File: config.mk
export PLATFORM = sky130hd
export DESIGN_NAME = lcd_mode_timing_controller_unit
export DESIGN_NICKNAME = d
export VERILOG_FILES = /design/src/hdl/lcdt_pkg.sv /design/src/hdl/lcdt_step.sv /design/src/hdl/lcd_mode_timing_controller_unit.sv
export SDC_FILE = /design/constraint.sdc
export NUM_CORES = 1
export LEC_CHECK = 0
export BUFFER_PORTS_ARGS = -buffer_cell sky130_fd_sc_hd__buf_2
export CAP_MARGIN = 20
export CORE_MARGIN = 2
export CORE_UTILIZATION = 59
export CTS_BUF_LIST = sky130_fd_sc_hd__clkbuf_8 sky130_fd_sc_hd__clkbuf_16
export DETAILED_ROUTE_END_ITERATION = 8
export PLACE_DENSITY = 0.91
export SLEW_MARGIN = 20
export SYNTH_ARGS = -nofsm -noshare
export SYNTH_HDL_FRONTEND = slang
export SYNTH_SLANG_ARGS = --single-unit
export TNS_END_PERCENT = 30
File: constraint.sdc
create_clock -name clk -period 11.5 [get_ports clk]
set_clock_uncertainty 0.2 [all_clocks]
set_input_delay 1.15 -clock clk [delete_from_list [all_inputs] [get_ports clk]]
set_output_delay 1.15 -clock clk [all_outputs]
set_load 0.02 [all_outputs]
File: src/hdl/lcdt_pkg.sv
// Shared types and constants for the LCD mode timing controller.
package lcdt_pkg;

  // Widths fixed by the register and field definitions
  localparam int ResW  = 10;
  localparam int AccW  = ResW + 1;
  localparam int TickW = 7;
  localparam int LineW = 8;
  localparam int ModeW = 2;
  localparam int LcW   = 8;
  localparam int IrqW  = 4;

  localparam logic [ResW-1:0] RES_MAX = {ResW{1'b1}};

  // Configuration register indexes
  localparam logic [1:0] REG_DISPLAY_ENABLE = 2'd0;
  localparam logic [1:0] REG_LINE_COMPARE   = 2'd1;
  localparam logic [1:0] REG_IRQ_ENABLES    = 2'd2;

  // STAT enable bits
  localparam int IRQ_HBLANK = 0;
  localparam int IRQ_VBLANK = 1;
  localparam int IRQ_OAM    = 2;
  localparam int IRQ_COINC  = 3;

  // Display mode codes as seen on the result
  localparam logic [ModeW-1:0] DISP_HBLANK = 2'd0;
  localparam logic [ModeW-1:0] DISP_VBLANK = 2'd1;
  localparam logic [ModeW-1:0] DISP_OAM    = 2'd2;
  localparam logic [ModeW-1:0] DISP_DRAW   = 2'd3;

  // Mode state machine
  typedef enum logic [3:0] {
    MODE_HBLANK = 4'b0001,
    MODE_VBLANK = 4'b0010,
    MODE_OAM    = 4'b0100,
    MODE_DRAW   = 4'b1000
  } mode_t;

  typedef struct packed {
    mode_t              mode;
    logic [ResW-1:0]    residual;
    logic [LineW-1:0]   line;
    logic               coinc;
  } lcdt_state_t;

  typedef struct packed {
    logic               display_enable;
    logic [LcW-1:0]     line_compare;
    logic [IrqW-1:0]    irq_enables;
  } lcdt_cfg_t;

  typedef struct packed {
    logic [ModeW-1:0]   display_mode;
    logic [LineW-1:0]   line_number;
    logic               coincidence;
    logic               stat_irq;
    logic               vblank_irq;
    logic               render_line;
    logic               frame_done;
  } lcdt_result_t;

  // One-hot state to output code
  function automatic logic [ModeW-1:0] mode_code(input mode_t m);
    logic [ModeW-1:0] c;
    case (m)
      MODE_HBLANK: c = DISP_HBLANK;
      MODE_VBLANK: c = DISP_VBLANK;
      MODE_OAM:    c = DISP_OAM;
      MODE_DRAW:   c = DISP_DRAW;
      default:     c = DISP_HBLANK;
    endcase
    return c;
  endfunction

  // Clamp an accumulated count into the residual register
  function automatic logic [ResW-1:0] sat_res(input logic [AccW-1:0] v);
    logic [ResW-1:0] r;
    r = v[AccW-1] ? RES_MAX : v[ResW-1:0];
    return r;
  endfunction

endpackage

File: src/hdl/lcdt_step.sv
// Next-state and result logic for one tick-count word.
module lcdt_step
  import lcdt_pkg::*;
#(
  parameter int OAM_TICKS     = 80,
  parameter int DRAW_TICKS    = 172,
  parameter int HBLANK_TICKS  = 204,
  parameter int LINE_TICKS    = 456,
  parameter int VISIBLE_LINES = 144,
  parameter int LAST_LINE     = 152
) (
  input  lcdt_state_t       cur,
  input  lcdt_cfg_t         cfg,
  input  logic [TickW-1:0]  tick,
  output lcdt_state_t       nxt,
  output lcdt_result_t      res
);

  logic [AccW-1:0]  accum;
  logic [AccW-1:0]  thr;
  logic [AccW-1:0]  diff;
  logic             over;
  logic [ResW-1:0]  res_next;
  logic [LineW-1:0] line_inc;
  logic             hit_inc;
  logic             hit_zero;
  logic             coinc_en;
  logic             stat;
  logic             vbl;
  logic             render;
  logic             frame;

  // Residual accumulate, threshold compare and subtract
  assign accum = {1'b0, cur.residual} + {{(AccW-TickW){1'b0}}, tick};

  always_comb begin
    case (cur.mode)
      MODE_OAM:    thr = AccW'(OAM_TICKS);
      MODE_DRAW:   thr = AccW'(DRAW_TICKS);
      MODE_VBLANK: thr = AccW'(LINE_TICKS);
      MODE_HBLANK: thr = AccW'(HBLANK_TICKS);
      default:     thr = AccW'(HBLANK_TICKS);
    endcase
  end

  assign over     = (accum >= thr);
  assign diff     = accum - thr;
  assign res_next = over ? sat_res(diff) : sat_res(accum);

  // Line compares
  assign line_inc = cur.line + LineW'(1);
  assign hit_inc  = (cfg.line_compare == line_inc);
  assign hit_zero = (cfg.line_compare == '0);
  assign coinc_en = cfg.irq_enables[IRQ_COINC];

  // Mode transitions
  always_comb begin
    nxt    = cur;
    stat   = 1'b0;
    vbl    = 1'b0;
    render = 1'b0;
    frame  = 1'b0;
    if (!cfg.display_enable) begin
      nxt.mode     = MODE_HBLANK;
      nxt.line     = '0;
      nxt.residual = '0;
    end else begin
      nxt.residual = res_next;
      if (over) begin
        case (cur.mode)
          MODE_VBLANK: begin
            if (cur.line == '0) begin
              nxt.coinc = hit_zero;
              stat      = (hit_zero & coinc_en) | cfg.irq_enables[IRQ_OAM];
              nxt.mode  = MODE_OAM;
            end else if (cur.line == LineW'(LAST_LINE)) begin
              // wrap: compare the momentary line, then line 0
              nxt.line  = '0;
              nxt.coinc = hit_zero;
              stat      = (hit_inc | hit_zero) & coinc_en;
            end else begin
              nxt.line  = line_inc;
              nxt.coinc = hit_inc;
              stat      = hit_inc & coinc_en;
            end
          end
          MODE_OAM: begin
            nxt.mode = MODE_DRAW;
          end
          MODE_DRAW: begin
            nxt.mode = MODE_HBLANK;
            stat     = cfg.irq_enables[IRQ_HBLANK];
            render   = 1'b1;
          end
          MODE_HBLANK: begin
            nxt.line  = line_inc;
            nxt.coinc = hit_inc;
            if (line_inc == LineW'(VISIBLE_LINES)) begin
              nxt.mode = MODE_VBLANK;
              stat     = (hit_inc & coinc_en) | cfg.irq_enables[IRQ_VBLANK];
              vbl      = 1'b1;
              frame    = 1'b1;
            end else begin
              nxt.mode = MODE_OAM;
              stat     = (hit_inc & coinc_en) | cfg.irq_enables[IRQ_OAM];
            end
          end
          default: begin
            nxt.mode = MODE_HBLANK;
          end
        endcase
      end
    end
  end

  // Result word
  always_comb begin
    res.display_mode = mode_code(nxt.mode);
    res.line_number  = nxt.line;
    res.coincidence  = nxt.coinc;
    res.stat_irq     = stat;
    res.vblank_irq   = vbl;
    res.render_line  = render;
    res.frame_done   = frame;
  end

endmodule

File: src/hdl/lcd_mode_timing_controller_unit.sv
// Top level of the LCD mode and line timing controller.
// Usage:
//   Input channel: one tick-count word per handshake (in_valid / in_stall),
//   taken when in_valid is high and in_stall is low.
//   Result channel: one result word per input word (out_valid / out_stall),
//   carrying mode, line, coincidence flag and the per-step strobes.
//   Config port: APB-style, byte addresses 0 (display enable), 4 (line
//   compare), 8 (STAT enables). pready is tied high. Write only while idle.
// Pipeline: a word is registered in the entry stage on acceptance, and its
//   result is registered in the result stage as the word leaves the entry
//   stage, so the out_ ports are driven from registers.
// Throughput: one word per cycle while the result stage is free, set by the
//   loop through the residual/mode/line state registers.
// Reset: rst_n is synchronous, active low; it clears the timing state to
//   HBlank on line 0, clears all config registers and empties both stages.
// Stall: while out_stall holds a pending result, the entry stage keeps its
//   word; in_stall rises only when both stages are full.
module lcd_mode_timing_controller_unit
  import lcdt_pkg::*;
#(
  parameter int OAM_TICKS     = 80,
  parameter int DRAW_TICKS    = 172,
  parameter int HBLANK_TICKS  = 204,
  parameter int LINE_TICKS    = 456,
  parameter int VISIBLE_LINES = 144,
  parameter int LAST_LINE     = 152
) (
  input  logic              clk,
  input  logic              rst_n,
  // input channel
  input  logic              in_valid,
  output logic              in_stall,
  input  logic [TickW-1:0]  in_tick_count,
  // result channel
  output logic              out_valid,
  input  logic              out_stall,
  output logic [ModeW-1:0]  out_display_mode,
  output logic [LineW-1:0]  out_line_number,
  output logic              out_coincidence,
  output logic              out_stat_irq,
  output logic              out_vblank_irq,
  output logic              out_render_line,
  output logic              out_frame_done,
  // config port
  input  logic              cfg_psel,
  input  logic              cfg_penable,
  input  logic              cfg_pwrite,
  input  logic [3:0]        cfg_paddr,
  input  logic [31:0]       cfg_pwdata,
  output logic [31:0]       cfg_prdata,
  output logic              cfg_pready
);

  lcdt_cfg_t        cfg_r;
  lcdt_state_t      st_r;
  lcdt_state_t      st_nxt;
  lcdt_result_t     step_res;
  lcdt_result_t     out_r;
  logic             s1_valid_r;
  logic [TickW-1:0] s1_tick_r;
  logic             out_valid_r;
  logic             out_free;
  logic             s1_move;
  logic             cfg_wr;
  logic [1:0]       cfg_idx;

  // Config register file
  assign cfg_pready = 1'b1;
  assign cfg_idx    = cfg_paddr[3:2];
  assign cfg_wr     = cfg_psel & cfg_penable & cfg_pwrite;

  always_ff @(posedge clk) begin
    if (!rst_n) begin
      cfg_r <= '0;
    end else if (cfg_wr) begin
      case (cfg_idx)
        REG_DISPLAY_ENABLE: cfg_r.display_enable <= cfg_pwdata[0];
        REG_LINE_COMPARE:   cfg_r.line_compare   <= cfg_pwdata[LcW-1:0];
        REG_IRQ_ENABLES:    cfg_r.irq_enables    <= cfg_pwdata[IrqW-1:0];
        default:            cfg_r <= cfg_r;
      endcase
    end
  end

  always_comb begin
    case (cfg_idx)
      REG_DISPLAY_ENABLE: cfg_prdata = {31'd0, cfg_r.display_enable};
      REG_LINE_COMPARE:   cfg_prdata = {{(32-LcW){1'b0}}, cfg_r.line_compare};
      REG_IRQ_ENABLES:    cfg_prdata = {{(32-IrqW){1'b0}}, cfg_r.irq_enables};
      default:            cfg_prdata = '0;
    endcase
  end

  // Handshake control
  assign out_free = ~out_valid_r | ~out_stall;
  assign s1_move  = s1_valid_r & out_free;
  assign in_stall = s1_valid_r & ~out_free;

  // Entry stage
  always_ff @(posedge clk) begin
    if (!rst_n) begin
      s1_valid_r <= 1'b0;
    end else if (!in_stall) begin
      s1_valid_r <= in_valid;
    end
  end

  always_ff @(posedge clk) begin
    if (!in_stall && in_valid) begin
      s1_tick_r <= in_tick_count;
    end
  end

  // Step logic
  lcdt_step #(
    .OAM_TICKS     (OAM_TICKS),
    .DRAW_TICKS    (DRAW_TICKS),
    .HBLANK_TICKS  (HBLANK_TICKS),
    .LINE_TICKS    (LINE_TICKS),
    .VISIBLE_LINES (VISIBLE_LINES),
    .LAST_LINE     (LAST_LINE)
  ) u_step (
    .cur  (st_r),
    .cfg  (cfg_r),
    .tick (s1_tick_r),
    .nxt  (st_nxt),
    .res  (step_res)
  );

  // Timing state, updated as each word leaves the entry stage
  always_ff @(posedge clk) begin
    if (!rst_n) begin
      st_r.mode     <= MODE_HBLANK;
      st_r.residual <= '0;
      st_r.line     <= '0;
      st_r.coinc    <= 1'b0;
    end else if (s1_move) begin
      st_r <= st_nxt;
    end
  end

  // Result stage
  always_ff @(posedge clk) begin
    if (!rst_n) begin
      out_valid_r <= 1'b0;
    end else if (out_free) begin
      out_valid_r <= s1_valid_r;
    end
  end

  always_ff @(posedge clk) begin
    if (s1_move) begin
      out_r <= step_res;
    end
  end

  assign out_valid        = out_valid_r;
  assign out_display_mode = out_r.display_mode;
  assign out_line_number  = out_r.line_number;
  assign out_coincidence  = out_r.coincidence;
  assign out_stat_irq     = out_r.stat_irq;
  assign out_vblank_irq   = out_r.vblank_irq;
  assign out_render_line  = out_r.render_line;
  assign out_frame_done   = out_r.frame_done;

endmodule

==> run metrics <==
post-synth top area share 18.27%; Async S/R FF share, synth 0%; Setup crit end kind flop; Initial Util 61.29%; P per Cell Area 99.02 nW/um^2; RSZ-0062 raised after global routing false; clock slew at reported path FFs around 0.070 ns; Detail Placement HPWL about 7000 um; count leader, synth nor2_1; Die Wd 88.01 um; Worst VDD drop approximately 89 uV; Filler cells around 540; Final nets 580; DRT Pass-1 Iters 8; fin util 66.34%; Overflow after GRT 0; post-layout instance area 4507 um^2; fmax 215.7 MHz; core area 6794 um^2; met1 usage a little over a third; CP bufs+invs 1; critical path's most frequent cell a21oi_1; Final setup violation count 0; switching share of power 25.92%; H-tree levels 3; pin count of the biggest net entering global routing 26; row count 30; leading cell types by count after synthesis nor2_1, dfxtp_1, nand2_1; IO Pins 100; outcome finished clean; Residual DRC 0; placed cell area 4322 um^2; ys flop type dfxtp_1; CP max FO 20; shortest period the worst path allows roughly 4.6 ns; slowest stage delay, CP 0.65 ns; crit path cell chain ha_1 -> inv_1 -> fa_1 -> nor2b_1 -> o31ai_2 -> nand2b_1 -> a21oi_1 -> xnor2_1 -> ha_1 -> a21oi_1 -> a21oi_1 -> or3b_1 -> nor2_2 -> nor2_1 -> o311a_1; WP data required about 11 ns; number of post-CTS setup repair buffers 0; first-pass GRT wire length 15520 um; slew at the pin closest to its max-slew limit 1.015 ns; area grow syn2layout 8.233%; hold crit path type flop to flop; Post-Syn Area 4164 um^2; Fin. Hold Viols 0; Worst path depth 15; maxcap violations 0; Seq/Total Area, Yosys 33.41%; Area contributors post-synth dfxtp_1, edfxtp_1, ha_1, buf_4, mux2i_1; number of cells on the worst reg-to-reg path 15; Final Max Tran Viols 0; WL final 9660 um; Cell Int Power 0.3306 mW; CTS tree done; Setup CP Type flop to flop; Reg power frac 49.8%; GP Congestion 0.9521; Worst Path Arrival ~4.5 ns; Final ANT Viol Nets 0; leak pwr 1.703 nW; Hold Slack about 0.26 ns; CP max-delay cell nor2_2; final setup TNS 0 ns; layout cells sized above 1 16.83%; Rel. slew slack 32.09%; Top delay family on crit path simple AND/OR/NAND/NOR gates; combinational share of power 9.6%; Non-Filler Instances 613; initial antenna violation count 0; clk_lat worst skew 0.35 ns; Yosys reg bits 59; drt via density between 6 and 7; antenna cell count 0; Synth Instances ~480; grt peak-use layer met2; Clock Tree Buf Depth 2; switching pwr 0.1157 mW; root buffer cell clkbuf_8; starting DRC count in detailed routing 461; Inserted Clock Buffers 9; clock network power share 40.6%; area of the multi-input gates 2497 um^2; Avg Inst Size Synth 8.766 um^2; hold depth 2; period utilisation layout 40.30%; EDFF count, synth 21; FF/Latch Area 1391 um^2; Yosys Warn Count 0; Buffers on Ports 48; met2 usage 38.57%; All-Layer GR Usage 25.31%; met3 Use GR ~4.5%; via count 3794; dpl cells 597; Die Ht 88.01 um; post-synth top area cell dfxtp_1; CP Launch Type flop; vias in the first global route roughly 3300; Post-CTS Resized 0; Clock Sinks 59; synth unique cells 82; Die ar. roughly 7700 um^2; Hold Buf Count CTS 0; drt wl/cell ~16 um
per-layer routing:
metal	routed length, um	vias up
met4	312	0
li1	-	1764
met5	0	-
met3	1059	41
met1	4007	1727
met2	4281	262
area by class of cell:
class	count	share of cell area, %
Inverter	16	1.333
Timing Repair Buffer	50	5.664
Sequential cell	59	30.87
Clock buffer	9	2.748
Multi-Input combinational cell	376	55.41
Tap cell	96	2.665
Clock inverter	7	1.305
power groups by stage:
| stage | sequential (mW) | clock [mW] | combinational, mW |
|---|---|---|---|
| 6_report | 0.222 | 0.181 | 0.0427 |
| 5_1_grt | 0.223 | 0.191 | 0.0468 |
| 4_1_cts | 0.222 | 0.183 | 0.0420 |
| 3_5_place_dp | 0.227 | 0 | 0.0416 |
| 3_3_place_gp | 0.227 | 0 | 0.0405 |
| 2_1_floorplan | 0.229 | 0 | 0.0343 |
registers in the layout, indices dropped and copies added, names as in the netlist, 2 cells and up:
register,flops
st_r,23
cfg_r,13
out_line_number,8
s1_tick_r,7
out_display_mode,2
final timing paths:
path	from	endpoint	slack, ns
hold reg to reg	st_r[14]$_SDFFE_PN0P_	st_r[14]$_SDFFE_PN0P_	0.26
hold / removal	st_r[14]$_SDFFE_PN0P_	st_r[14]$_SDFFE_PN0P_	0.26
setup / recovery	s1_tick_r[0]$_DFFE_PP_	out_display_mode[1]$_DFFE_PP_	6.86
setup reg to reg	s1_tick_r[0]$_DFFE_PP_	out_display_mode[1]$_DFFE_PP_	6.86
through the flow:
stage	setup slack [ns]	power, mW
6_report	6.865	0.4463
2_1_floorplan	7.626	0.2637
5_1_grt	6.669	0.4608
3_3_place_gp	7.131	0.2675
3_5_place_dp	7.021	0.2687
4_1_cts	6.937	0.4471
kinds of logic after synthesis:
kind of cell	synth area share, %
AO/OA/AOI/OAI	21.15
XOR/XNOR	4.628
adder cells (fa/ha/maj)	5.769
buffers and inverters	8.744
flip-flops	33.41
multiplexers	5.469
other	0.1804
AND/OR/NAND/NOR	20.64
tightest hold or removal path, cell delays in order (launching register included):
cell,delay [ns]
dfxtp_1,0.31
nand2_1,0.05
o21ai_1,0.05
cells in the final DEF (no fill, tap or decap), drive strengths merged, types with 19 or more instances in the layout:
cell and count:
dfxtp 38, mux2i 19, buf 50, edfxtp 21, nor2 41, nand2 33, nand3 20, conb 25
a21oi 30, o21ai 39
Note: power is estimated with default switching activity, not from simulation.
